### src/hw/rtl/atlc_pkg.sv
// ----------------------------------------------------------------------------
// atlc_pkg
// Shared types and constants of the adaptive traffic light controller.
// ----------------------------------------------------------------------------
package atlc_pkg;

   // Field widths
   localparam int unsigned CFG_W     = 16;
   localparam int unsigned SPEED_W   = 12;
   localparam int unsigned CSR_IDX_W = 3;
   localparam int unsigned LEN_W     = 18;   // base + extension + rain extra
   localparam int unsigned SUM_W     = 17;   // sum of two config values
   localparam int unsigned MOD_W     = 10;   // value modulo the blink period

   // Register indexes
   typedef enum logic [CSR_IDX_W-1:0] {
      CSR_GREEN       = 3'd0,
      CSR_AMBER_BASE  = 3'd1,
      CSR_RED_MIN     = 3'd2,
      CSR_WALK        = 3'd3,
      CSR_BLINK       = 3'd4,
      CSR_AMBER_EXTRA = 3'd5,
      CSR_RAIN_EXTRA  = 3'd6
   } csr_index_type;

   // Register reset values (ms)
   localparam logic [CFG_W-1:0] RST_GREEN       = 16'd6000;
   localparam logic [CFG_W-1:0] RST_AMBER_BASE  = 16'd3000;
   localparam logic [CFG_W-1:0] RST_RED_MIN     = 16'd5000;
   localparam logic [CFG_W-1:0] RST_WALK        = 16'd2000;
   localparam logic [CFG_W-1:0] RST_BLINK       = 16'd4000;
   localparam logic [CFG_W-1:0] RST_AMBER_EXTRA = 16'd3000;
   localparam logic [CFG_W-1:0] RST_RAIN_EXTRA  = 16'd2000;

   // Speed thresholds in cm/s with 4 fraction bits: 5, 20 and 50 cm/s
   localparam logic [SPEED_W-1:0] SPEED_LOW_Q4  = 12'd80;
   localparam logic [SPEED_W-1:0] SPEED_MID_Q4  = 12'd320;
   localparam logic [SPEED_W-1:0] SPEED_HIGH_Q4 = 12'd800;

   // Scaled extension: extra * (800 - v) / 480, with 480 = 32 * 15
   localparam int unsigned SPAN_W        = 9;
   localparam int unsigned EXT_PROD_W    = CFG_W + SPAN_W;
   localparam int unsigned EXT_SHIFT     = 5;
   localparam int unsigned EXT_Q_W       = EXT_PROD_W - EXT_SHIFT;
   localparam int unsigned DIV15_RECIP_W = 21;
   localparam int unsigned DIV15_SHIFT   = 24;
   localparam int unsigned DIV15_PROD_W  = EXT_Q_W + DIV15_RECIP_W;
   localparam logic [DIV15_RECIP_W-1:0] DIV15_RECIP = 21'd1118482;  // ceil(2^24/15)

   // Pedestrian blink: 500 ms on, 500 ms off
   localparam logic [MOD_W-1:0] BLINK_PERIOD_MS = 10'd1000;
   localparam logic [MOD_W-1:0] BLINK_LAST_MS   = 10'd999;
   localparam logic [MOD_W-1:0] BLINK_ON_MS     = 10'd500;
   localparam int unsigned DIV1000_RECIP_W = 17;
   localparam int unsigned DIV1000_SHIFT   = 26;
   localparam int unsigned DIV1000_PROD_W  = CFG_W + DIV1000_RECIP_W;
   localparam int unsigned WALK_Q_W        = DIV1000_PROD_W - DIV1000_SHIFT;
   localparam logic [DIV1000_RECIP_W-1:0] DIV1000_RECIP = 17'd67109;  // ceil(2^26/1000)
   localparam logic [WALK_Q_W-1:0] RST_WALK_Q   = 7'd2;
   localparam logic [MOD_W-1:0]    RST_WALK_MOD = 10'd0;

   // Car phases
   typedef enum logic [1:0] {
      PH_GREEN = 2'd0,
      PH_AMBER = 2'd1,
      PH_RED   = 2'd2
   } phase_type;

   // Amber extension kind
   typedef enum logic [1:0] {
      EXT_NONE   = 2'd0,
      EXT_FULL   = 2'd1,
      EXT_SCALED = 2'd2
   } ext_mode_type;

   typedef struct packed {
      logic               vehicle_present;
      logic [SPEED_W-1:0] speed_q4;
      logic               raining;
   } req_type;

   typedef struct packed {
      logic               car_green;
      logic               car_amber;
      logic               car_red;
      logic               walk_green;
      logic               walk_red;
      logic [1:0]         phase;
      logic               speed_report;
      logic [SPEED_W-1:0] reported_speed;
   } rsp_type;

   typedef struct packed {
      logic [CFG_W-1:0] green_ms;
      logic [CFG_W-1:0] amber_base_ms;
      logic [CFG_W-1:0] red_min_ms;
      logic [CFG_W-1:0] walk_ms;
      logic [CFG_W-1:0] blink_ms;
      logic [CFG_W-1:0] amber_max_extra_ms;
      logic [CFG_W-1:0] rain_extra_ms;
      logic [MOD_W-1:0] walk_mod;        // walk_ms modulo the blink period
   } cfg_type;

   typedef struct packed {
      req_type          item;
      logic [LEN_W-1:0] amber_len;
   } amb_type;

endpackage

### src/hw/rtl/atlc_csr.sv
// ----------------------------------------------------------------------------
// atlc_csr
// Timing registers, plus walk time modulo the blink period for the phase unit.
// ----------------------------------------------------------------------------
module atlc_csr (
   input  logic                                  clock,
   input  logic                                  reset,
   input  logic                                  csr_valid,
   output logic                                  csr_ready,
   input  logic [atlc_pkg::CSR_IDX_W-1:0]        csr_index,
   input  logic [atlc_pkg::CFG_W-1:0]            csr_wdata,
   output atlc_pkg::cfg_type                     cfg
);

   logic [atlc_pkg::CFG_W-1:0]          green_ff, amber_base_ff, red_min_ff, walk_ff;
   logic [atlc_pkg::CFG_W-1:0]          blink_ff, amber_extra_ff, rain_extra_ff;
   logic [atlc_pkg::CFG_W-1:0]          green_in, amber_base_in, red_min_in, walk_in;
   logic [atlc_pkg::CFG_W-1:0]          blink_in, amber_extra_in, rain_extra_in;
   logic [atlc_pkg::WALK_Q_W-1:0]       walk_q_ff, walk_q_in;
   logic [atlc_pkg::MOD_W-1:0]          walk_mod_ff, walk_mod_in;
   logic [atlc_pkg::DIV1000_PROD_W-1:0] walk_prod;
   logic [atlc_pkg::CFG_W-1:0]          walk_rem;

   // writes never stall
   assign csr_ready = 1'b1;

   // register write decode
   always_comb begin
      green_in       = green_ff;
      amber_base_in  = amber_base_ff;
      red_min_in     = red_min_ff;
      walk_in        = walk_ff;
      blink_in       = blink_ff;
      amber_extra_in = amber_extra_ff;
      rain_extra_in  = rain_extra_ff;
      if (csr_valid) begin
         case (atlc_pkg::csr_index_type'(csr_index))
            atlc_pkg::CSR_GREEN:       green_in       = csr_wdata;
            atlc_pkg::CSR_AMBER_BASE:  amber_base_in  = csr_wdata;
            atlc_pkg::CSR_RED_MIN:     red_min_in     = csr_wdata;
            atlc_pkg::CSR_WALK:        walk_in        = csr_wdata;
            atlc_pkg::CSR_BLINK:       blink_in       = csr_wdata;
            atlc_pkg::CSR_AMBER_EXTRA: amber_extra_in = csr_wdata;
            atlc_pkg::CSR_RAIN_EXTRA:  rain_extra_in  = csr_wdata;
            default: ;
         endcase
      end
   end

   // walk mod 1000: registered reciprocal quotient, then the remainder from it, also registered
   assign walk_prod = atlc_pkg::DIV1000_PROD_W'(walk_ff)
                    * atlc_pkg::DIV1000_PROD_W'(atlc_pkg::DIV1000_RECIP);
   assign walk_q_in = walk_prod[atlc_pkg::DIV1000_SHIFT +: atlc_pkg::WALK_Q_W];
   assign walk_rem  = walk_ff - atlc_pkg::CFG_W'(walk_q_ff)
                    * atlc_pkg::CFG_W'(atlc_pkg::BLINK_PERIOD_MS);
   assign walk_mod_in = walk_rem[atlc_pkg::MOD_W-1:0];

   always_ff @(posedge clock) begin
      if (reset) begin
         green_ff       <= atlc_pkg::RST_GREEN;
         amber_base_ff  <= atlc_pkg::RST_AMBER_BASE;
         red_min_ff     <= atlc_pkg::RST_RED_MIN;
         walk_ff        <= atlc_pkg::RST_WALK;
         blink_ff       <= atlc_pkg::RST_BLINK;
         amber_extra_ff <= atlc_pkg::RST_AMBER_EXTRA;
         rain_extra_ff  <= atlc_pkg::RST_RAIN_EXTRA;
         walk_q_ff      <= atlc_pkg::RST_WALK_Q;
         walk_mod_ff    <= atlc_pkg::RST_WALK_MOD;
      end else begin
         green_ff       <= green_in;
         amber_base_ff  <= amber_base_in;
         red_min_ff     <= red_min_in;
         walk_ff        <= walk_in;
         blink_ff       <= blink_in;
         amber_extra_ff <= amber_extra_in;
         rain_extra_ff  <= rain_extra_in;
         walk_q_ff      <= walk_q_in;
         walk_mod_ff    <= walk_mod_in;
      end
   end

   assign cfg.green_ms           = green_ff;
   assign cfg.amber_base_ms      = amber_base_ff;
   assign cfg.red_min_ms         = red_min_ff;
   assign cfg.walk_ms            = walk_ff;
   assign cfg.blink_ms           = blink_ff;
   assign cfg.amber_max_extra_ms = amber_extra_ff;
   assign cfg.rain_extra_ms      = rain_extra_ff;
   assign cfg.walk_mod           = walk_mod_ff;

endmodule

### src/hw/rtl/atlc_amber.sv
// ----------------------------------------------------------------------------
// atlc_amber
// Three-stage pipeline: input register, extension product, divide by 480.
// Emits each tick with its amber duration attached.
// ----------------------------------------------------------------------------
module atlc_amber (
   input  logic               clock,
   input  logic               reset,
   input  logic               in_valid,
   output logic               in_ready,
   input  atlc_pkg::req_type  in_item,
   input  atlc_pkg::cfg_type  cfg,
   output logic               out_valid,
   input  logic               out_ready,
   output atlc_pkg::amb_type  out_data
);

   logic s1_valid_ff, s2_valid_ff, s3_valid_ff;
   logic s1_valid_in, s2_valid_in, s3_valid_in;
   logic s1_ready, s2_ready, s3_ready;

   atlc_pkg::req_type                  s1_item_ff, s2_item_ff, s3_item_ff;
   atlc_pkg::ext_mode_type             s2_mode_ff, s3_mode_ff, mode_in;
   logic [atlc_pkg::EXT_Q_W-1:0]       s2_q_ff, q_in;
   logic [atlc_pkg::SUM_W-1:0]         s2_base_ff, s3_base_ff, base_in;
   logic [atlc_pkg::CFG_W-1:0]         s3_quot_ff, quot_in;
   logic [atlc_pkg::SPEED_W-1:0]       span_full;
   logic [atlc_pkg::EXT_PROD_W-1:0]    ext_prod;
   logic [atlc_pkg::DIV15_PROD_W-1:0]  div_prod;
   logic [atlc_pkg::CFG_W-1:0]         ext_ms;

   // stage ready chain: a stage loads when empty or when it drains
   assign s3_ready = !s3_valid_ff || out_ready;
   assign s2_ready = !s2_valid_ff || s3_ready;
   assign s1_ready = !s1_valid_ff || s2_ready;
   assign in_ready = s1_ready;

   assign s1_valid_in = s1_ready ? in_valid    : s1_valid_ff;
   assign s2_valid_in = s2_ready ? s1_valid_ff : s2_valid_ff;
   assign s3_valid_in = s3_ready ? s2_valid_ff : s3_valid_ff;

   // stage 1 -> 2: classify speed, extension product, base plus rain
   always_comb begin
      mode_in = atlc_pkg::EXT_NONE;
      if (s1_item_ff.vehicle_present && s1_item_ff.speed_q4 > atlc_pkg::SPEED_LOW_Q4) begin
         if (s1_item_ff.speed_q4 < atlc_pkg::SPEED_MID_Q4)
            mode_in = atlc_pkg::EXT_FULL;
         else if (s1_item_ff.speed_q4 < atlc_pkg::SPEED_HIGH_Q4)
            mode_in = atlc_pkg::EXT_SCALED;
      end
   end

   assign span_full = atlc_pkg::SPEED_HIGH_Q4 - s1_item_ff.speed_q4;
   assign ext_prod  = atlc_pkg::EXT_PROD_W'(cfg.amber_max_extra_ms)
                    * atlc_pkg::EXT_PROD_W'(span_full[atlc_pkg::SPAN_W-1:0]);
   assign q_in      = ext_prod[atlc_pkg::EXT_PROD_W-1:atlc_pkg::EXT_SHIFT];
   assign base_in   = atlc_pkg::SUM_W'(cfg.amber_base_ms)
                    + (s1_item_ff.raining ? atlc_pkg::SUM_W'(cfg.rain_extra_ms)
                                          : atlc_pkg::SUM_W'(0));

   // stage 2 -> 3: exact divide by 15 through the reciprocal
   assign div_prod = atlc_pkg::DIV15_PROD_W'(s2_q_ff)
                   * atlc_pkg::DIV15_PROD_W'(atlc_pkg::DIV15_RECIP);
   assign quot_in  = div_prod[atlc_pkg::DIV15_SHIFT +: atlc_pkg::CFG_W];

   // stage 3 output: pick the extension, total amber duration
   always_comb begin
      case (s3_mode_ff)
         atlc_pkg::EXT_FULL:   ext_ms = cfg.amber_max_extra_ms;
         atlc_pkg::EXT_SCALED: ext_ms = s3_quot_ff;
         default:              ext_ms = '0;
      endcase
   end

   assign out_valid          = s3_valid_ff;
   assign out_data.item      = s3_item_ff;
   assign out_data.amber_len = atlc_pkg::LEN_W'(s3_base_ff) + atlc_pkg::LEN_W'(ext_ms);

   // valid bits
   always_ff @(posedge clock) begin
      if (reset) begin
         s1_valid_ff <= 1'b0;
         s2_valid_ff <= 1'b0;
         s3_valid_ff <= 1'b0;
      end else begin
         s1_valid_ff <= s1_valid_in;
         s2_valid_ff <= s2_valid_in;
         s3_valid_ff <= s3_valid_in;
      end
   end

   // payload stages
   always_ff @(posedge clock) begin
      if (s1_ready && in_valid) begin
         s1_item_ff <= in_item;
      end
      if (s2_ready && s1_valid_ff) begin
         s2_item_ff <= s1_item_ff;
         s2_mode_ff <= mode_in;
         s2_q_ff    <= q_in;
         s2_base_ff <= base_in;
      end
      if (s3_ready && s2_valid_ff) begin
         s3_item_ff <= s2_item_ff;
         s3_mode_ff <= s2_mode_ff;
         s3_quot_ff <= quot_in;
         s3_base_ff <= s2_base_ff;
      end
   end

endmodule

### src/hw/rtl/atlc_phase.sv
// ----------------------------------------------------------------------------
// atlc_phase
// Phase state machine with saturating elapsed timer and the result register.
// ----------------------------------------------------------------------------
module atlc_phase #(
   parameter int unsigned TIMER_WIDTH = 18
) (
   input  logic               clock,
   input  logic               reset,
   input  logic               in_valid,
   output logic               in_ready,
   input  atlc_pkg::amb_type  in_data,
   input  atlc_pkg::cfg_type  cfg,
   output logic               rsp_valid,
   input  logic               rsp_ready,
   output atlc_pkg::rsp_type  rsp_data
);

   localparam int unsigned CW =
      (TIMER_WIDTH > atlc_pkg::LEN_W) ? TIMER_WIDTH : atlc_pkg::LEN_W;
   localparam logic [TIMER_WIDTH-1:0] TIMER_MAX = '1;

   atlc_pkg::phase_type         phase_ff, phase_in;
   logic [TIMER_WIDTH-1:0]      elapsed_ff, elapsed_in, tick_ms;
   logic [atlc_pkg::MOD_W-1:0]  emod_ff, emod_in, tick_mod, blink_pos;
   logic [atlc_pkg::MOD_W:0]    blink_sum;
   logic                        flag_ff, flag_in;
   logic                        rsp_valid_ff, rsp_valid_in;
   atlc_pkg::rsp_type           rsp_data_ff, rsp_data_in, rsp_cur;
   logic                        accept, saturated;
   logic [CW-1:0]               tick_c;
   logic [atlc_pkg::SUM_W-1:0]  blink_end;
   logic                        green_done, amber_done, red_done, in_walk, in_blink;

   assign in_ready = !rsp_valid_ff || rsp_ready;
   assign accept   = in_valid && in_ready;

   // saturating timer and its value modulo the blink period
   assign saturated = (elapsed_ff == TIMER_MAX);
   assign tick_ms   = saturated ? elapsed_ff : elapsed_ff + TIMER_WIDTH'(1);
   assign tick_mod  = saturated ? emod_ff :
                      (emod_ff == atlc_pkg::BLINK_LAST_MS) ? '0 :
                      emod_ff + atlc_pkg::MOD_W'(1);
   assign tick_c    = CW'(tick_ms);

   // position inside the blink period, counted from the end of walk
   assign blink_sum = (tick_mod >= cfg.walk_mod)
                    ? {1'b0, tick_mod} - {1'b0, cfg.walk_mod}
                    : {1'b0, tick_mod} + {1'b0, atlc_pkg::BLINK_PERIOD_MS}
                      - {1'b0, cfg.walk_mod};
   assign blink_pos = blink_sum[atlc_pkg::MOD_W-1:0];

   // phase exit and window compares
   assign blink_end  = atlc_pkg::SUM_W'(cfg.walk_ms) + atlc_pkg::SUM_W'(cfg.blink_ms);
   assign green_done = tick_c >= CW'(cfg.green_ms);
   assign amber_done = tick_c >= CW'(in_data.amber_len);
   assign red_done   = tick_c >= CW'(cfg.red_min_ms);
   assign in_walk    = tick_c <  CW'(cfg.walk_ms);
   assign in_blink   = tick_c <  CW'(blink_end);

   // next state
   always_comb begin
      phase_in   = phase_ff;
      elapsed_in = elapsed_ff;
      emod_in    = emod_ff;
      flag_in    = flag_ff;
      if (accept) begin
         elapsed_in = tick_ms;
         emod_in    = tick_mod;
         case (phase_ff)
            atlc_pkg::PH_AMBER: begin
               if (in_data.item.vehicle_present)
                  flag_in = 1'b1;
               if (amber_done)
                  phase_in = atlc_pkg::PH_RED;
            end
            atlc_pkg::PH_RED: begin
               if (!in_walk && !in_blink && red_done)
                  phase_in = atlc_pkg::PH_GREEN;
            end
            default: begin
               if (green_done) begin
                  phase_in = atlc_pkg::PH_AMBER;
                  flag_in  = 1'b0;
               end
            end
         endcase
         // phase change restarts the timer
         if (phase_in != phase_ff) begin
            elapsed_in = '0;
            emod_in    = '0;
         end
      end
   end

   // lamps and report for the current tick
   always_comb begin
      rsp_cur = '0;
      rsp_cur.phase = phase_ff;
      case (phase_ff)
         atlc_pkg::PH_AMBER: begin
            rsp_cur.car_amber = 1'b1;
            rsp_cur.walk_red  = 1'b1;
            if (in_data.item.vehicle_present && !flag_ff
                && in_data.item.speed_q4 > atlc_pkg::SPEED_LOW_Q4) begin
               rsp_cur.speed_report   = 1'b1;
               rsp_cur.reported_speed = in_data.item.speed_q4;
            end
         end
         atlc_pkg::PH_RED: begin
            rsp_cur.car_red = 1'b1;
            if (in_walk)
               rsp_cur.walk_green = 1'b1;
            else if (in_blink)
               rsp_cur.walk_green = (blink_pos < atlc_pkg::BLINK_ON_MS);
            else
               rsp_cur.walk_red = 1'b1;
         end
         default: begin
            rsp_cur.car_green = 1'b1;
            rsp_cur.walk_red  = 1'b1;
         end
      endcase
   end

   // result register
   assign rsp_valid_in = accept || (rsp_valid_ff && !rsp_ready);
   assign rsp_data_in  = accept ? rsp_cur : rsp_data_ff;

   always_ff @(posedge clock) begin
      if (reset) begin
         phase_ff     <= atlc_pkg::PH_GREEN;
         elapsed_ff   <= '0;
         emod_ff      <= '0;
         flag_ff      <= 1'b0;
         rsp_valid_ff <= 1'b0;
      end else begin
         phase_ff     <= phase_in;
         elapsed_ff   <= elapsed_in;
         emod_ff      <= emod_in;
         flag_ff      <= flag_in;
         rsp_valid_ff <= rsp_valid_in;
      end
   end

   always_ff @(posedge clock) begin
      rsp_data_ff <= rsp_data_in;
   end

   assign rsp_valid = rsp_valid_ff;
   assign rsp_data  = rsp_data_ff;

endmodule

### src/hw/rtl/adaptive_traffic_light_controller.sv
// ----------------------------------------------------------------------------
// adaptive_traffic_light_controller
// Car and pedestrian lamp sequencer driven by 1 ms ticks, with amber
// stretched for rain and slow vehicles.
// ----------------------------------------------------------------------------
// One tick is accepted per clock cycle unless the result side stalls, and each
// yields one lamp/report result: three stages work out the amber duration of
// the tick (input register, extension product, divide by 480), and the phase
// unit updates phase, timer and report flag and loads the result register.
// Inputs and results flow under valid/ready; a stalled result does not block
// ticks from filling empty stages. Register writes are always accepted; the
// walk offset used for the blink pattern settles once a write to walk_ms has
// passed the walk, quotient and remainder registers.
module adaptive_traffic_light_controller #(
   parameter int unsigned TIMER_WIDTH = 18
) (
   input  logic                            clock,
   input  logic                            reset,
   input  logic                            req_valid,
   output logic                            req_ready,
   input  atlc_pkg::req_type               req_data,
   output logic                            rsp_valid,
   input  logic                            rsp_ready,
   output atlc_pkg::rsp_type               rsp_data,
   input  logic                            csr_valid,
   output logic                            csr_ready,
   input  logic [atlc_pkg::CSR_IDX_W-1:0]  csr_index,
   input  logic [atlc_pkg::CFG_W-1:0]      csr_wdata
);

   atlc_pkg::cfg_type cfg;
   atlc_pkg::amb_type amb_data;
   logic              amb_valid, amb_ready;

   // configuration registers
   atlc_csr u_csr (
      .clock     (clock),
      .reset     (reset),
      .csr_valid (csr_valid),
      .csr_ready (csr_ready),
      .csr_index (csr_index),
      .csr_wdata (csr_wdata),
      .cfg       (cfg)
   );

   // amber duration pipeline
   atlc_amber u_amber (
      .clock     (clock),
      .reset     (reset),
      .in_valid  (req_valid),
      .in_ready  (req_ready),
      .in_item   (req_data),
      .cfg       (cfg),
      .out_valid (amb_valid),
      .out_ready (amb_ready),
      .out_data  (amb_data)
   );

   // phase sequencer and result register
   atlc_phase #(
      .TIMER_WIDTH (TIMER_WIDTH)
   ) u_phase (
      .clock     (clock),
      .reset     (reset),
      .in_valid  (amb_valid),
      .in_ready  (amb_ready),
      .in_data   (amb_data),
      .cfg       (cfg),
      .rsp_valid (rsp_valid),
      .rsp_ready (rsp_ready),
      .rsp_data  (rsp_data)
   );

endmodule

### config.mk
export PLATFORM = sky130hd
export DESIGN_NAME = adaptive_traffic_light_controller
export DESIGN_NICKNAME = d
export VERILOG_FILES = /design/src/hw/rtl/atlc_pkg.sv /design/src/hw/rtl/atlc_csr.sv /design/src/hw/rtl/atlc_amber.sv /design/src/hw/rtl/atlc_phase.sv /design/src/hw/rtl/adaptive_traffic_light_controller.sv
export SDC_FILE = /design/constraint.sdc
export NUM_CORES = 1
export LEC_CHECK = 0
export BUFFER_PORTS_ARGS = -buffer_cell sky130_fd_sc_hd__buf_2
export CORE_UTILIZATION = 50
export DETAILED_ROUTE_END_ITERATION = 8
export HOLD_SLACK_MARGIN = 0.12
export PLACE_DENSITY = 0.66
export SYNTH_ARGS = -nofsm -noshare
export SYNTH_HDL_FRONTEND = slang
export SYNTH_SLANG_ARGS = --single-unit
### constraint.sdc
create_clock -name clock -period 6.9 [get_ports clock]
set_input_delay 0 -clock clock [delete_from_list [all_inputs] [get_ports clock]]
set_output_delay 0 -clock clock [all_outputs]
set_load 0.05 [all_outputs]
Word-level counts from Yosys, hierarchy flattened
Cells that the tools add are included.
{ "classes": {"mux": 26, "order_cmp": 11, "reduce_logical": 36, "n_shift": 0, "bitwise_logic": 2, "div": 0, "n_mul": 4, "n_eq_ne": 14, "add_sub_neg": 10} }
{ "op_table": {"columns": ["cell", "count"], "rows": [
  ["10-bit two-way mux", 4],
  ["20-bit by 20-bit multiplier with 39-bit output, second input constant", 1],
  ["18-bit by 16-bit greater-or-equal comparator with 1-bit output", 2],
  ["18-bit two-way mux", 2],
  ["16-bit by 17-bit multiplier with 33-bit output, second input constant", 1],
  ["16-bit one-hot mux with 2 select lines", 1],
  ["10-bit subtractor", 3],
  ["16-bit by 9-bit multiplier with 25-bit output", 1],
  ["12-bit by 7-bit greater-than comparator with 1-bit output, second input constant", 2],
  ["17-bit by 16-bit adder with 18-bit output", 1],
  ["18-bit by 1-bit adder with 18-bit output, second input constant", 1],
  ["18-bit equality test, second input constant", 1],
  ["18-bit greater-or-equal comparator", 1],
  ["18-bit by 16-bit < comparator with 1-bit output", 1],
  ["18-bit by 17-bit < comparator with 1-bit output", 1],
  ["16-bit by 16-bit adder with 17-bit output", 1],
  ["16-bit by 17-bit adder with 17-bit output", 1],
  ["16-bit two-way mux", 1],
  ["2-bit AND reduction", 8],
  ["13-bit two-way mux", 1],
  ["12-bit by 10-bit < comparator with 1-bit output, second input constant", 1],
  ["12-bit by 9-bit < comparator with 1-bit output, second input constant", 1],
  ["2-bit two-way mux", 6],
  ["10-bit by 1-bit adder with 10-bit output, second input constant", 1],
  ["other kinds (24)", 59]
]} }
{ "totals": {"wordCells": 142, "latchBits": 0, "reg_bits": 298, "output_inout_bits": 23, "ramBits": 0, "mem_count": 0, "input_bits": 38, "rom_bits": 0} }

Depth between registers and ports, before layout
Gate-level depths: netlist of run 1.
{ "depth": {"ltp_word": 11, "depth_mapped": 28, "ltp_nobuf": 26} }

Hierarchy
Synthesis of run 1 repeated with hierarchy kept, for this count alone.
{ "hier_totals": {"hier_cells": 3178, "area_unflattened_um2": 28751.3} }
{ "by_module_without_submodules": {"columns": ["mod", "area_each_um2", "seq_area_each_um2", "instances", "cells_each"], "rows": [
  ["atlc_amber", 14010.9, 3543.4, 1, 1419],
  ["atlc_csr", 8180.3, 2582.5, 1, 931],
  ["atlc_phase", 6560.0, 1241.2, 1, 828]
]} }

Worst setup path before layout of run 1
OpenSTA, ideal clock, no wires.
{ "synth_timing": {"path_kind": "register to register", "start": "register u_amber.s1_item_ff[1] (netlist name)", "end": "register u_amber.s2_q_ff[19] (netlist name) (data pin)", "setup_ns": 0.260, "required_ns": 6.640, "arrival_time_ns": 6.000, "synth_period_minus_slack_ns": 6.260, "path_buffers": 3, "stages_incl_launch_ff": 25, "path_slack_ns": 0.640, "path_cell_list": "edfxtp_1 -> clkbuf_1 -> clkbuf_1 -> inv_1 -> ha_1 -> nand2_1 -> o21ai_0 -> nor3b_1 -> xor2_1 -> clkbuf_1 -> nand2_1 -> fa_1 -> fa_1 -> fa_1 -> fa_1 -> inv_1 -> ha_1 -> or3_1 -> o211ai_1 -> a311oi_1 -> o21a_1 -> o21ai_0 -> a21oi_1 -> a41oi_1 -> xnor2_1"} }
{ "synth_via": {"elab_chain_cells": 2} }
{ "synth_rtl": {"columns": ["item", "line_no", "text"], "rows": [
  ["from (decl)", "atlc_amber.sv:22", "atlc_pkg::req_type s1_item_ff, s2_item_ff, s3_item_ff;"],
  ["from (signal assigned)", "atlc_amber.sv:95", "s1_item_ff <= in_item;"],
  ["9-bit subtractor", "atlc_amber.sv:53", "assign span_full = atlc_pkg::SPEED_HIGH_Q4 - s1_item_ff.speed_q4;"],
  ["16-bit by 9-bit multiplier with 25-bit output", "atlc_amber.sv:55", "* atlc_pkg::EXT_PROD_W'(span_full[atlc_pkg::SPAN_W-1:0]);"],
  ["via u_amber.ext_prod, one bit", "atlc_amber.sv:28", "logic [atlc_pkg::EXT_PROD_W-1:0] ext_prod;"],
  ["to (signal assigned)", "atlc_amber.sv:100", "s2_q_ff <= q_in;"],
  ["to (decl)", "atlc_amber.sv:24", "logic [atlc_pkg::EXT_Q_W-1:0] s2_q_ff, q_in;"]
]} }
The timed path passes the listed nets, and every way through them passes these cells.
A chain may end at the register's enable or synchronous reset.

Worst setup path after layout of run 1
{ "layout_timing": {"start": "register u_amber.s1_item_ff[3] (netlist name)", "end": "register u_amber.s2_q_ff[19] (netlist name) (data pin)"} }
Same word-level chain as after synthesis.

==> results of run 1 <==
[how the worst min path moves through the flow]
stage                              to  slack, ns
2_1_floorplan   u_amber.s1_item_ff[0]        0.1
3_3_place_gp    u_amber.s1_item_ff[9]       0.18
3_5_place_dp   u_amber.s1_item_ff[11]       0.18
4_1_cts        u_amber.s1_item_ff[11]       0.13
5_1_grt        u_amber.s1_item_ff[12]       0.14
6_report       u_csr.amber_base_ff[2]       0.16
[sequential cells by signal (all words and copies together), names as in the netlist, 7 cells and up]
signal and cells:
u_csr.red_min_ff 16, u_phase.elapsed_ff 18, u_csr.walk_ff 16, u_csr.walk_q_ff 7, u_amber.s2_base_ff 17, u_amber.out_data 13, u_csr.amber_extra_ff 16, u_amber.s3_base_ff 17
u_amber.s2_q_ff 20, u_csr.green_ff 16, u_phase.emod_ff 10, u_csr.amber_base_ff 16, u_amber.s1_item_ff 14, u_phase.rsp_data 20, u_csr.blink_ff 16, u_amber.s3_quot_ff 16
u_amber.s2_item_ff 13, u_csr.rain_extra_ff 16, u_csr.walk_mod_ff 10
[layout make-up]
type                            count  area, µm²
Fill cell                        4777      23830
Timing Repair Buffer              136      978.4
Inverter                          435       1633
Sequential cell                   298       7307
Clock buffer                       44      972.2
Clock inverter                     22      307.8
Multi-Input combinational cell   2102      17910
Tap cell                          696      870.8
Antenna cell                        1      2.502
[per-stage QoR]
stage	instances	hold WS, ns
CTS	3733	0.1269
floorplan	2918	0.09887
global route	3734	0.1442
detailed placement	3626	0.1839
finish	3734	0.1563
global placement	3626	0.1797
[cell families after synthesis]
group	after synthesis	share of synthesized area [%]
simple gates	848	15.14
fa+ha+maj	660	35.39
buf+inv	518	7.302
compound gates	465	11.14
flops	298	26.89
xor+xnor	126	4.061
mux	2	0.07366
other cells	1	0.01380
[report_power, final]
| group | switching (mW) | total [mW] | leakage (nW) | internal, mW |
|---|---|---|---|---|
| Sequential | 0.170 | 2.60 | 2.59 | 2.43 |
| Combinational | 5.71 | 10.2 | 11.2 | 4.44 |
| Clock | 0.812 | 2.03 | 0.626 | 1.22 |
| Total | 6.69 | 14.8 | 14.4 | 8.09 |
[per-layer routing]
| metal | global-route usage (%) | vias up | part of all wire [%] |
|---|---|---|---|
| met1 | 33.05 | 10070 | 46 |
| met4 | 7.057 | 0 | 2.5 |
| met2 | 39.56 | 469 | 46 |
| met5 | 0 | - | 0 |
| met3 | 3.295 | 94 | 5.2 |
| li1 | - | 10040 | - |
[cell usage in the layout, fill, tap and decap left out, types with 7 or more instances in the layout]
cell type / Yosys / final
ha_1: 479 / 479
o21a_1: 22 / 22
nand2b_1: 28 / 28
o21ai_1: 8 / 8
xnor2_1: 82 / 82
nand3_1: 37 / 37
o21ai_0: 68 / 68
and3_1: 18 / 18
or2_2: 7 / 7
dlygate4sd3_1: 0 / 41
xor2_1: 44 / 44
nor3_1: 43 / 41
a22oi_1: 18 / 18
o21bai_1: 13 / 13
a211o_1: 19 / 19
buf_2: 5 / 58
nand4_1: 27 / 27
nand3b_1: 36 / 36
o31ai_1: 12 / 12
fa_1: 181 / 181
nor2_1: 127 / 127
nand2_1: 355 / 355
o211ai_1: 11 / 11
or3_1: 13 / 13
dfxtp_1: 164 / 164
nor2b_1: 21 / 20
nor4_1: 7 / 7
buf_4: 3 / 37
a211oi_1: 8 / 8
and2_1: 103 / 103
clkbuf_16: 0 / 37
a21oi_1: 166 / 166
inv_1: 435 / 435
a21o_1: 38 / 38
edfxtp_1: 134 / 134
a31oi_1: 13 / 13
[timing repair]
action                    in CTS  in global routing
hold endpoints to repair     164                  0
resized for setup              0                  0
hold buffers                  41                  0
[worst register-to-register path, cell delays in order (launching register included)]
cell and delay, ns:
edfxtp_1 0.44, nor3_1 0.33, nor3b_1 0.35, inv_1 0.07, a21oi_1 0.17, xnor2_1 0.20, buf_4 0.26, and2_1 0.18
fa_1 0.50, inv_1 0.05, fa_1 0.51, fa_1 0.55, inv_1 0.06, fa_1 0.47, ha_1 0.25, or3_1 0.37
o211ai_1 0.29, a311oi_1 0.17, o21a_1 0.21, o21ai_0 0.21, a21oi_1 0.14, a41oi_1 0.26, xnor2_1 0.10
==> flow_summary_export.csv, run 1 <==
group,metric,value,unit
clocking,clk_path_buf_depth,3,
finish,nets,3707,
power_and_ir_drop,ir_drop,0.6227,mV
setup_path,worstPathArrival,6.70,ns
finish,layout-drive-gt1-share,6.092,%
timing,tns,0,ns
power_and_ir_drop,powerDensity,492.9,nW/µm²
worst_hold_path,hold_path_startpoint,"csr_valid",
setup_path,crit_start,"u_amber.s1_item_ff[3]",
grt,antenna_found_initial,1,
worst_hold_path,hold_path_depth,6,
worst_hold_path,holdCritPathClass,"in -> reg",
grt,grt_usage,24.08,%
finish,utilization,55.72,%
clocking,insertion_delay,0.56,ns
setup_path,path_cells,"nor3_1 -> nor3b_1 -> inv_1 -> a21oi_1 -> xnor2_1 -> buf_4 -> and2_1 -> fa_1 -> inv_1 -> fa_1 -> fa_1 -> inv_1 -> fa_1 -> ha_1 -> or3_1 -> o211ai_1 -> a311oi_1 -> o21a_1 -> o21ai_0 -> a21oi_1 -> a41oi_1 -> xnor2_1",
route,wl,65.22,mm
synth,syn-num-nets,3616,
setup_path,required,7.20,ns
timing,tightest_slew,1.284,ns
synth,ys_ff_latch,298,
setup_path,cp_slowest_stage_delay,0.55,ns
timing,slew_headroom,14.08,%
floorplanning,rows,85,
setup_path,cp_top_family,"adder cells",
grt,grt_max_degree,114,
synth,synth_area_leaders,"ha_1, edfxtp_1, fa_1",
route,drcViolationCount,0,
placement,gp_congestion,0.9197,
setup_path,crit_cells,22,
grt,grt-ovfl-total,0,
floorplanning,initial_utilization,50.50,%
setup_path,crit_path_end,"u_amber.s2_q_ff[19]",
setup_path,reg2reg_from,"u_amber.s1_item_ff[3]",
route,drt-initial-drc-count,1244,
route,detail_route.vias_per_cell,5.534,
placement,io_buffers,59,
floorplanning,dieArea,55290,µm²
synth,ys_types,82,
setup_path,path_common_cell,"fa_1",
timing,fin_crit,6.403,ns
setup_path,r2r_cells,22,
synth,yosysTopAreaCellShare,22.05,%
floorplanning,io_pins,61,
floorplanning,core-area,53810,µm²
timing,slew_violations,0,
clocking,cts-root-buf,"clkbuf_16",
run,cap_violations,0,
floorplanning,die_w,235.1,µm
synth,synthCells,2918,
setup_path,reg2reg_slack,0.50,ns
synth,yosysMostFrequentCell,"ha_1",
synth,yosysSeqAreaShare,26.89,%
finish,final_cell_area,29990,µm²
placement,dp_hpwl,51.15,mm
timing,fmax,0.1562,GHz
clocking,cts_sinks,298,
grt,grt_pass1_wl,106.8,mm
clocking,cts_tree,"done",
power_and_ir_drop,power_leakage,14.38,nW
setup_path,crit_path_end_kind,"register",
synth,async_flop_share,0,%
setup_path,path_class,"reg -> reg",
synth,syn_area,27180,µm²
synth,synth_common_cells,"ha_1, inv_1, nand2_1, fa_1, a21oi_1",
clocking,cts_buffers,36,
setup_path,critPathMaxFanout,14,
floorplanning,die_h,235.1,µm
clocking,cts.clk_slew.worst_paths,0.06,ns
timing,setup_violations,0,
setup_path,crit_slowest_cell,"fa_1",
synth,yosysTopAreaCell,"ha_1",
setup_path,rr_endpoint,"u_amber.s2_q_ff[19]",
setup_path,start_kind,"register",
grt,first_global_vias,20790,
clocking,h-tree-depth,2,
power_and_ir_drop,finalPower,14.78,mW
placement,dpl_cell_area,28290,µm²
status,status,"complete, no violations",
timing,finalWorstSetupSlack,0.4968,ns
route,num_vias,20660,
timing,finClkSkew,0.02287,ns
setup_path,path_buf_inv,4,
finish,synthToLayoutAreaGrowth,10.34,%
timing,rsz0062_at_grt,"no",
synth,synth_edf_count,134,
synth,syn_area_per_cell,9.314,µm²
synth,ys_warn_count,0,
placement,post-place-ws,0.5210,ns
route,first_pass_iters,6,
timing,finalHoldViolations,0,
route,ant_nets,0,
route,wl_per_cell,17.47,µm
synth,ys.flop_type,"dfxtp_1",
timing,post-route-period-util,92.80,%
clocking,cts_setup_buffers,0,
Note: power is estimated with default switching activity, not from simulation.
==> run 2: changes to the inputs <==
- CORE_UTILIZATION: 50 -> 65
- PLACE_DENSITY: 0.66 -> 0.82
==> run 2 against run 1 <==
  * Die area down 23%
  * First-iteration DRC count grew 56%
  * Wire length up 1.9%
  * The run now ends with DRC left
  * Setup slack worse by 0.076 ns
  * Critical endpoint is now u_amber.s2_q_ff[18]
==> flow_summary_export.csv, run 2 (same netlist as run 1, synthesis figures left out) <==
group,metric,value,unit
finish,final_cell_area,29560,µm²
timing,finClkSkew,0.02518,ns
finish,n_antenna_cell,0,
finish,nets,3698,
placement,dp_hpwl,50.69,mm
finish,final_common_cell,"ha_1",
placement,gp_congestion,0.9511,
finish,utilization,72.06,%
finish,nFillCells,2924,
floorplanning,dieArea,42630,µm²
floorplanning,die_w,206.5,µm
route,detail_route.vias_per_cell,6.010,
setup_path,start_kind,"register",
clocking,cts.clk_slew.worst_paths,0.07,ns
floorplanning,core-area,41020,µm²
power_and_ir_drop,powerDensity,504.3,nW/µm²
power_and_ir_drop,switchingPower,6.933,mW
power_and_ir_drop,netSwitchingFraction,46.51,%
placement,post-place-ws,0.5820,ns
route,first_pass_iters,9,
clocking,insertion_delay,0.58,ns
timing,setup_violations,0,
timing,fin_crit,6.479,ns
clocking,cts_sinks,298,
setup_path,critPathMaxFanout,11,
route,wl_per_cell,18.69,µm
power_and_ir_drop,p_seq_share,17.5,%
route,num_vias,21370,
grt,grt-ovfl-total,0,
route,ant_nets,0,
setup_path,r2r_cells,22,
clocking,h-tree-depth,1,
floorplanning,rows,74,
grt,grt_max_degree,114,
timing,fmax,0.1543,GHz
run,cap_violations,0,
power_and_ir_drop,ir_drop,0.7432,mV
timing,rsz0062_at_grt,"no",
timing,slew_violations,0,
status,violations,"DRC",
timing,finalWorstSetupSlack,0.4208,ns
route,drcViolationCount,12,
clocking,cts_resized,0,
timing,tightest_slew,1.143,ns
clocking,cts_buffers,30,
power_and_ir_drop,p_comb_share,70.6,%
setup_path,path_class,"reg -> reg",
setup_path,required,7.23,ns
setup_path,reg2reg_from,"u_amber.s1_item_ff[3]",
timing,finalHoldViolations,0,
floorplanning,die_h,206.5,µm
finish,seqCellArea,7307,µm²
finish,multiInputGateArea,17910,µm²
placement,io_buffers,59,
timing,slew_headroom,23.81,%
worst_hold_path,hold_path_startpoint,"req_data[13]",
setup_path,crit_path_end_kind,"register",
power_and_ir_drop,p_int,7.973,mW
floorplanning,initial_utilization,66.26,%
worst_hold_path,hold_path_depth,2,
clocking,cts-root-buf,"clkbuf_16",
grt,first_global_vias,21880,
power_and_ir_drop,finalPower,14.91,mW
grt,grt_usage,32.14,%
setup_path,worstPathArrival,6.81,ns
power_and_ir_drop,power_leakage,14.27,nW
power_and_ir_drop,p_clk_share,12.0,%
timing,post-route-period-util,93.90,%
route,wl,66.43,mm
clocking,cts_tree,"done",
placement,dpl_cell_area,28050,µm²
setup_path,reg2reg_slack,0.42,ns
finish,layout-drive-gt1-share,5.491,%
timing,tns,0,ns
route,drt-initial-drc-count,1945,
worst_hold_path,holdPathEnd,"u_amber.s1_item_ff[13]",
floorplanning,io_pins,61,
grt,grt_pass1_wl,108.0,mm
finish,synthToLayoutAreaGrowth,8.761,%
clocking,clk_path_buf_depth,3,
status,status,"finished with violations",
grt,antenna_found_initial,0,
worst_hold_path,holdCritPathClass,"in -> reg",
setup_path,rr_endpoint,"u_amber.s2_q_ff[18]",
finish,mostFrequentLayoutCells,"ha_1, inv_1, nand2_1",
-- run 2: per-layer routing --
| metal | wire (µm) | GRT usage (%) | up-vias |
|---|---|---|---|
| li1 | - | - | 9989 |
| met1 | 27820 | 43.57 | 10360 |
| met2 | 30920 | 53.20 | 865 |
| met3 | 5950 | 4.715 | 151 |
| met4 | 1742 | 9.322 | 0 |
| met5 | 0 | 0 | - |
-- run 2: power groups by stage --
stage	Combinational (mW)	Sequential [mW]	Clock (mW)
after global placement	9.75	2.63	0
after CTS	10.5	2.60	1.80
after detailed placement	10.3	2.63	0
final	10.5	2.61	1.78
after global routing	11.9	2.62	1.86
after floorplan	7.75	2.54	0
-- run 2: how the worst max path moves through the flow --
| stage | start | endpoint | slack (ns) | cells after the start |
|---|---|---|---|---|
| after global placement | u_amber.s1_item_ff[3] | u_amber.s2_q_ff[19] | 0.73 | 20 |
| after floorplan | u_amber.s1_item_ff[1] | u_amber.s2_q_ff[19] | 0.64 | 24 |
| after global routing | u_amber.s1_item_ff[3] | u_amber.s2_q_ff[18] | 0.004 | 22 |
| after detailed placement | u_amber.s1_item_ff[3] | u_amber.s2_q_ff[18] | 0.58 | 22 |
| after CTS | u_amber.s1_item_ff[3] | u_amber.s2_q_ff[19] | 0.54 | 20 |
| final | u_amber.s1_item_ff[3] | u_amber.s2_q_ff[18] | 0.42 | 22 |
-- run 2: per-stage QoR --
stage	std cells	hold WS [ns]
floorplan	2918	0.09887
global placement	3457	0.1809
detailed placement	3457	0.1798
CTS	3555	0.1392
global route	3555	0.1469
finish	3555	0.1546
-- run 2: cell type report --
| cell class | count | area share [%] |
|---|---|---|
| multi-input cells | 2102 | 60.61 |
| repair buffers | 133 | 3.251 |
| inverters | 435 | 5.524 |
| clock buffers | 44 | 3.107 |
| flip-flops and latches | 298 | 24.72 |
| clock inverters | 11 | 0.5376 |
| well taps | 532 | 2.252 |
-- run 2: critical path, cell delays in order, from the launching register on --
cell	delay, ns
edfxtp_1	0.44
nor3_1	0.33
nor3b_1	0.36
inv_1	0.08
a21oi_1	0.21
xnor2_1	0.46
buf_4	0.28
nand2_1	0.08
fa_1	0.54
inv_1	0.06
fa_1	0.54
inv_1	0.06
fa_1	0.50
fa_1	0.55
inv_1	0.05
ha_1	0.25
a2111oi_0	0.43
a21oi_1	0.16
o211a_1	0.16
o21a_1	0.18
o21ai_0	0.24
mux2i_1	0.23
nand2_1	0.07
-- run 2: repair_timing --
action | CTS | global route
hold endpoints to repair | 165 | 0
setup buffers | 0 | 0
endpoints found under the setup margin | 0 | 0
hold buffers | 43 | 0
==> run 3: changes to the inputs <==
- BUFFER_PORTS_ARGS: -buffer_cell sky130_fd_sc_hd__buf_2 -> -buffer_cell sky130_fd_sc_hd__buf_4
==> run 3 against run 2 <==
  * The run still ends with DRC left
  * Largest power group unchanged
  * Sequential share of layout area fell by 0.13 points
  * Critical path type unchanged
  * Design area up 0.52%
  * Largest cell class unchanged
  * Wire length fell by 0.82%
==> flow_summary_export.csv, run 3 (same netlist as run 1, synthesis figures left out) <==
group,metric,value,unit
status,status,"finished with violations",
status,violations,"DRC",
timing,finalHoldViolations,0,
finish,nFillCells,2909,
setup_path,cp_slowest_stage_delay,0.55,ns
power_and_ir_drop,p_clk_share,11.8,%
placement,dp_hpwl,50.24,mm
placement,gp_congestion,0.9312,
clocking,h-tree-depth,1,
route,first_pass_iters,9,
clocking,insertion_delay,0.58,ns
grt,grt_usage,31.98,%
timing,fmax,0.1537,GHz
floorplanning,rows,74,
clocking,cts.clk_slew.worst_paths,0.07,ns
route,wl,65.89,mm
run,cap_violations,0,
grt,grt-ovfl-total,0,
clocking,cts_tree,"done",
placement,io_buffers,59,
timing,setup_violations,0,
grt,first_global_vias,21800,
route,drcViolationCount,10,
clocking,cts_buffers,31,
finish,nets,3702,
finish,layout-drive-gt1-share,5.680,%
setup_path,critPathMaxFanout,11,
timing,post-route-period-util,94.27,%
finish,n_antenna_cell,0,
route,ant_nets,0,
clocking,cts_sinks,298,
floorplanning,io_pins,61,
floorplanning,dieArea,42630,µm²
timing,slew_violations,0,
clocking,cts_setup_buffers,0,
power_and_ir_drop,p_int,7.912,mW
timing,slew_headroom,21.16,%
floorplanning,core-area,41020,µm²
finish,mostFrequentLayoutCells,"ha_1, inv_1, nand2_1",
finish,final_common_cell,"ha_1",
setup_path,crit_slowest_cell,"fa_1",
clocking,clk_path_buf_depth,3,
timing,tightest_slew,1.178,ns
timing,fin_crit,6.505,ns
setup_path,required,7.22,ns
setup_path,crit_path_end_kind,"register",
grt,antenna_found_initial,0,
setup_path,path_common_cell,"fa_1",
route,drt-initial-drc-count,1650,
timing,finClkSkew,0.01374,ns
setup_path,path_cells,"nor3_1 -> nor3b_1 -> inv_1 -> a21oi_1 -> xnor2_2 -> and2_1 -> fa_1 -> inv_1 -> fa_1 -> fa_1 -> inv_1 -> fa_1 -> ha_1 -> or3_1 -> o211ai_1 -> a311oi_1 -> o21a_1 -> o21ai_0 -> a21oi_1 -> a41oi_1 -> xnor2_1",
setup_path,path_class,"reg -> reg",
power_and_ir_drop,p_comb_share,70.7,%
route,num_vias,21240,
timing,tns,0,ns
setup_path,start_kind,"register",
power_and_ir_drop,powerDensity,501.3,nW/µm²
placement,post-place-ws,0.4687,ns
power_and_ir_drop,ir_drop,0.7631,mV
clocking,cts-root-buf,"clkbuf_16",
grt,grt_max_degree,113,
grt,grt_pass1_wl,108.0,mm
power_and_ir_drop,power_leakage,14.32,nW
route,detail_route.vias_per_cell,5.967,
power_and_ir_drop,netSwitchingFraction,46.88,%
floorplanning,die_w,206.5,µm
route,wl_per_cell,18.51,µm
worst_hold_path,holdCritPathClass,"in -> reg",
finish,synthToLayoutAreaGrowth,9.327,%
timing,finalWorstSetupSlack,0.3953,ns
power_and_ir_drop,switchingPower,6.983,mW
floorplanning,die_h,206.5,µm
power_and_ir_drop,p_seq_share,17.5,%
timing,rsz0062_at_grt,"no",
setup_path,worstPathArrival,6.83,ns
floorplanning,initial_utilization,66.26,%
## run 3: cell types whose count changed in the layout (fill, tap and decap cells not counted), moves of 4 or more
cell      delta
buf_4       +60
clkinv_1     +4
inv_6        +4
buf_2       -58
clkbuf_1     -5
## run 3: power by group through the flow
stage	clock network [mW]	logic [mW]	registers, mW
2_1_floorplan	0	7.75	2.54
3_3_place_gp	0	9.75	2.63
3_5_place_dp	0	10.3	2.62
4_1_cts	1.77	10.5	2.59
5_1_grt	1.84	12.0	2.61
6_report	1.76	10.5	2.61
## run 3: final timing paths
check | from | end | slack [ns] | cells after the start
worst max-delay path | u_amber.s1_item_ff[3] | u_amber.s2_q_ff[19] | 0.40 | 21
worst min-delay path | req_data[9] | u_amber.s1_item_ff[9] | 0.16 | 2
worst max register to register | u_amber.s1_item_ff[3] | u_amber.s2_q_ff[19] | 0.40 | 21
worst min register to register | u_amber.s2_item_ff[11] | u_amber.out_data[29] | 0.41 | 0
## run 3: what timing repair did
action / CTS / global route
endpoints found under the hold margin: 165 / 0
endpoints found under the setup margin: 0 / 2
resized for setup: 0 / 2
hold buffers: 44 / 0
## run 3: final cells by class
cell class | instances | area [µm²] | share of cell area (%)
clock buffer | 33 | 783.3 | 2.636
clock inverter | 24 | 270.3 | 0.9096
inverter | 435 | 1633 | 5.495
multi-input combinational | 2102 | 17920 | 60.32
sequential | 298 | 7307 | 24.59
tap | 532 | 665.6 | 2.240
timing repair buffer | 136 | 1131 | 3.807
## run 3: through the flow
stage	utilization, %	cells	total power, mW	hold slack [ns]	instance area [µm²]
after detailed placement	68.78	3459	12.91	0.1850	28210
after global routing	72.44	3560	16.43	0.1628	29710
final	72.44	3560	14.90	0.1560	29710
after CTS	72.42	3560	14.86	0.1451	29700
after floorplan	-	2918	10.29	0.09887	27180
after global placement	68.78	3459	12.38	0.1813	28210
## run 3: routing by layer
metal | track usage [%] | vias up | share of wire, %
met5 | 0 | - | 0
met2 | 52.63 | 807 | 46
met1 | 43.95 | 10310 | 43
met3 | 4.557 | 129 | 8.5
met4 | 8.666 | 0 | 2.5
li1 | - | 9997 | -
## run 3: worst max-delay path: cells and delay by family (launching register included)
family	cells	cell delay (ns)
flops	1	0.46
simple gates	4	1.33
compound gates	7	1.62
fa+ha+maj	5	2.30
xor+xnor	2	0.34
buf+inv	3	0.19
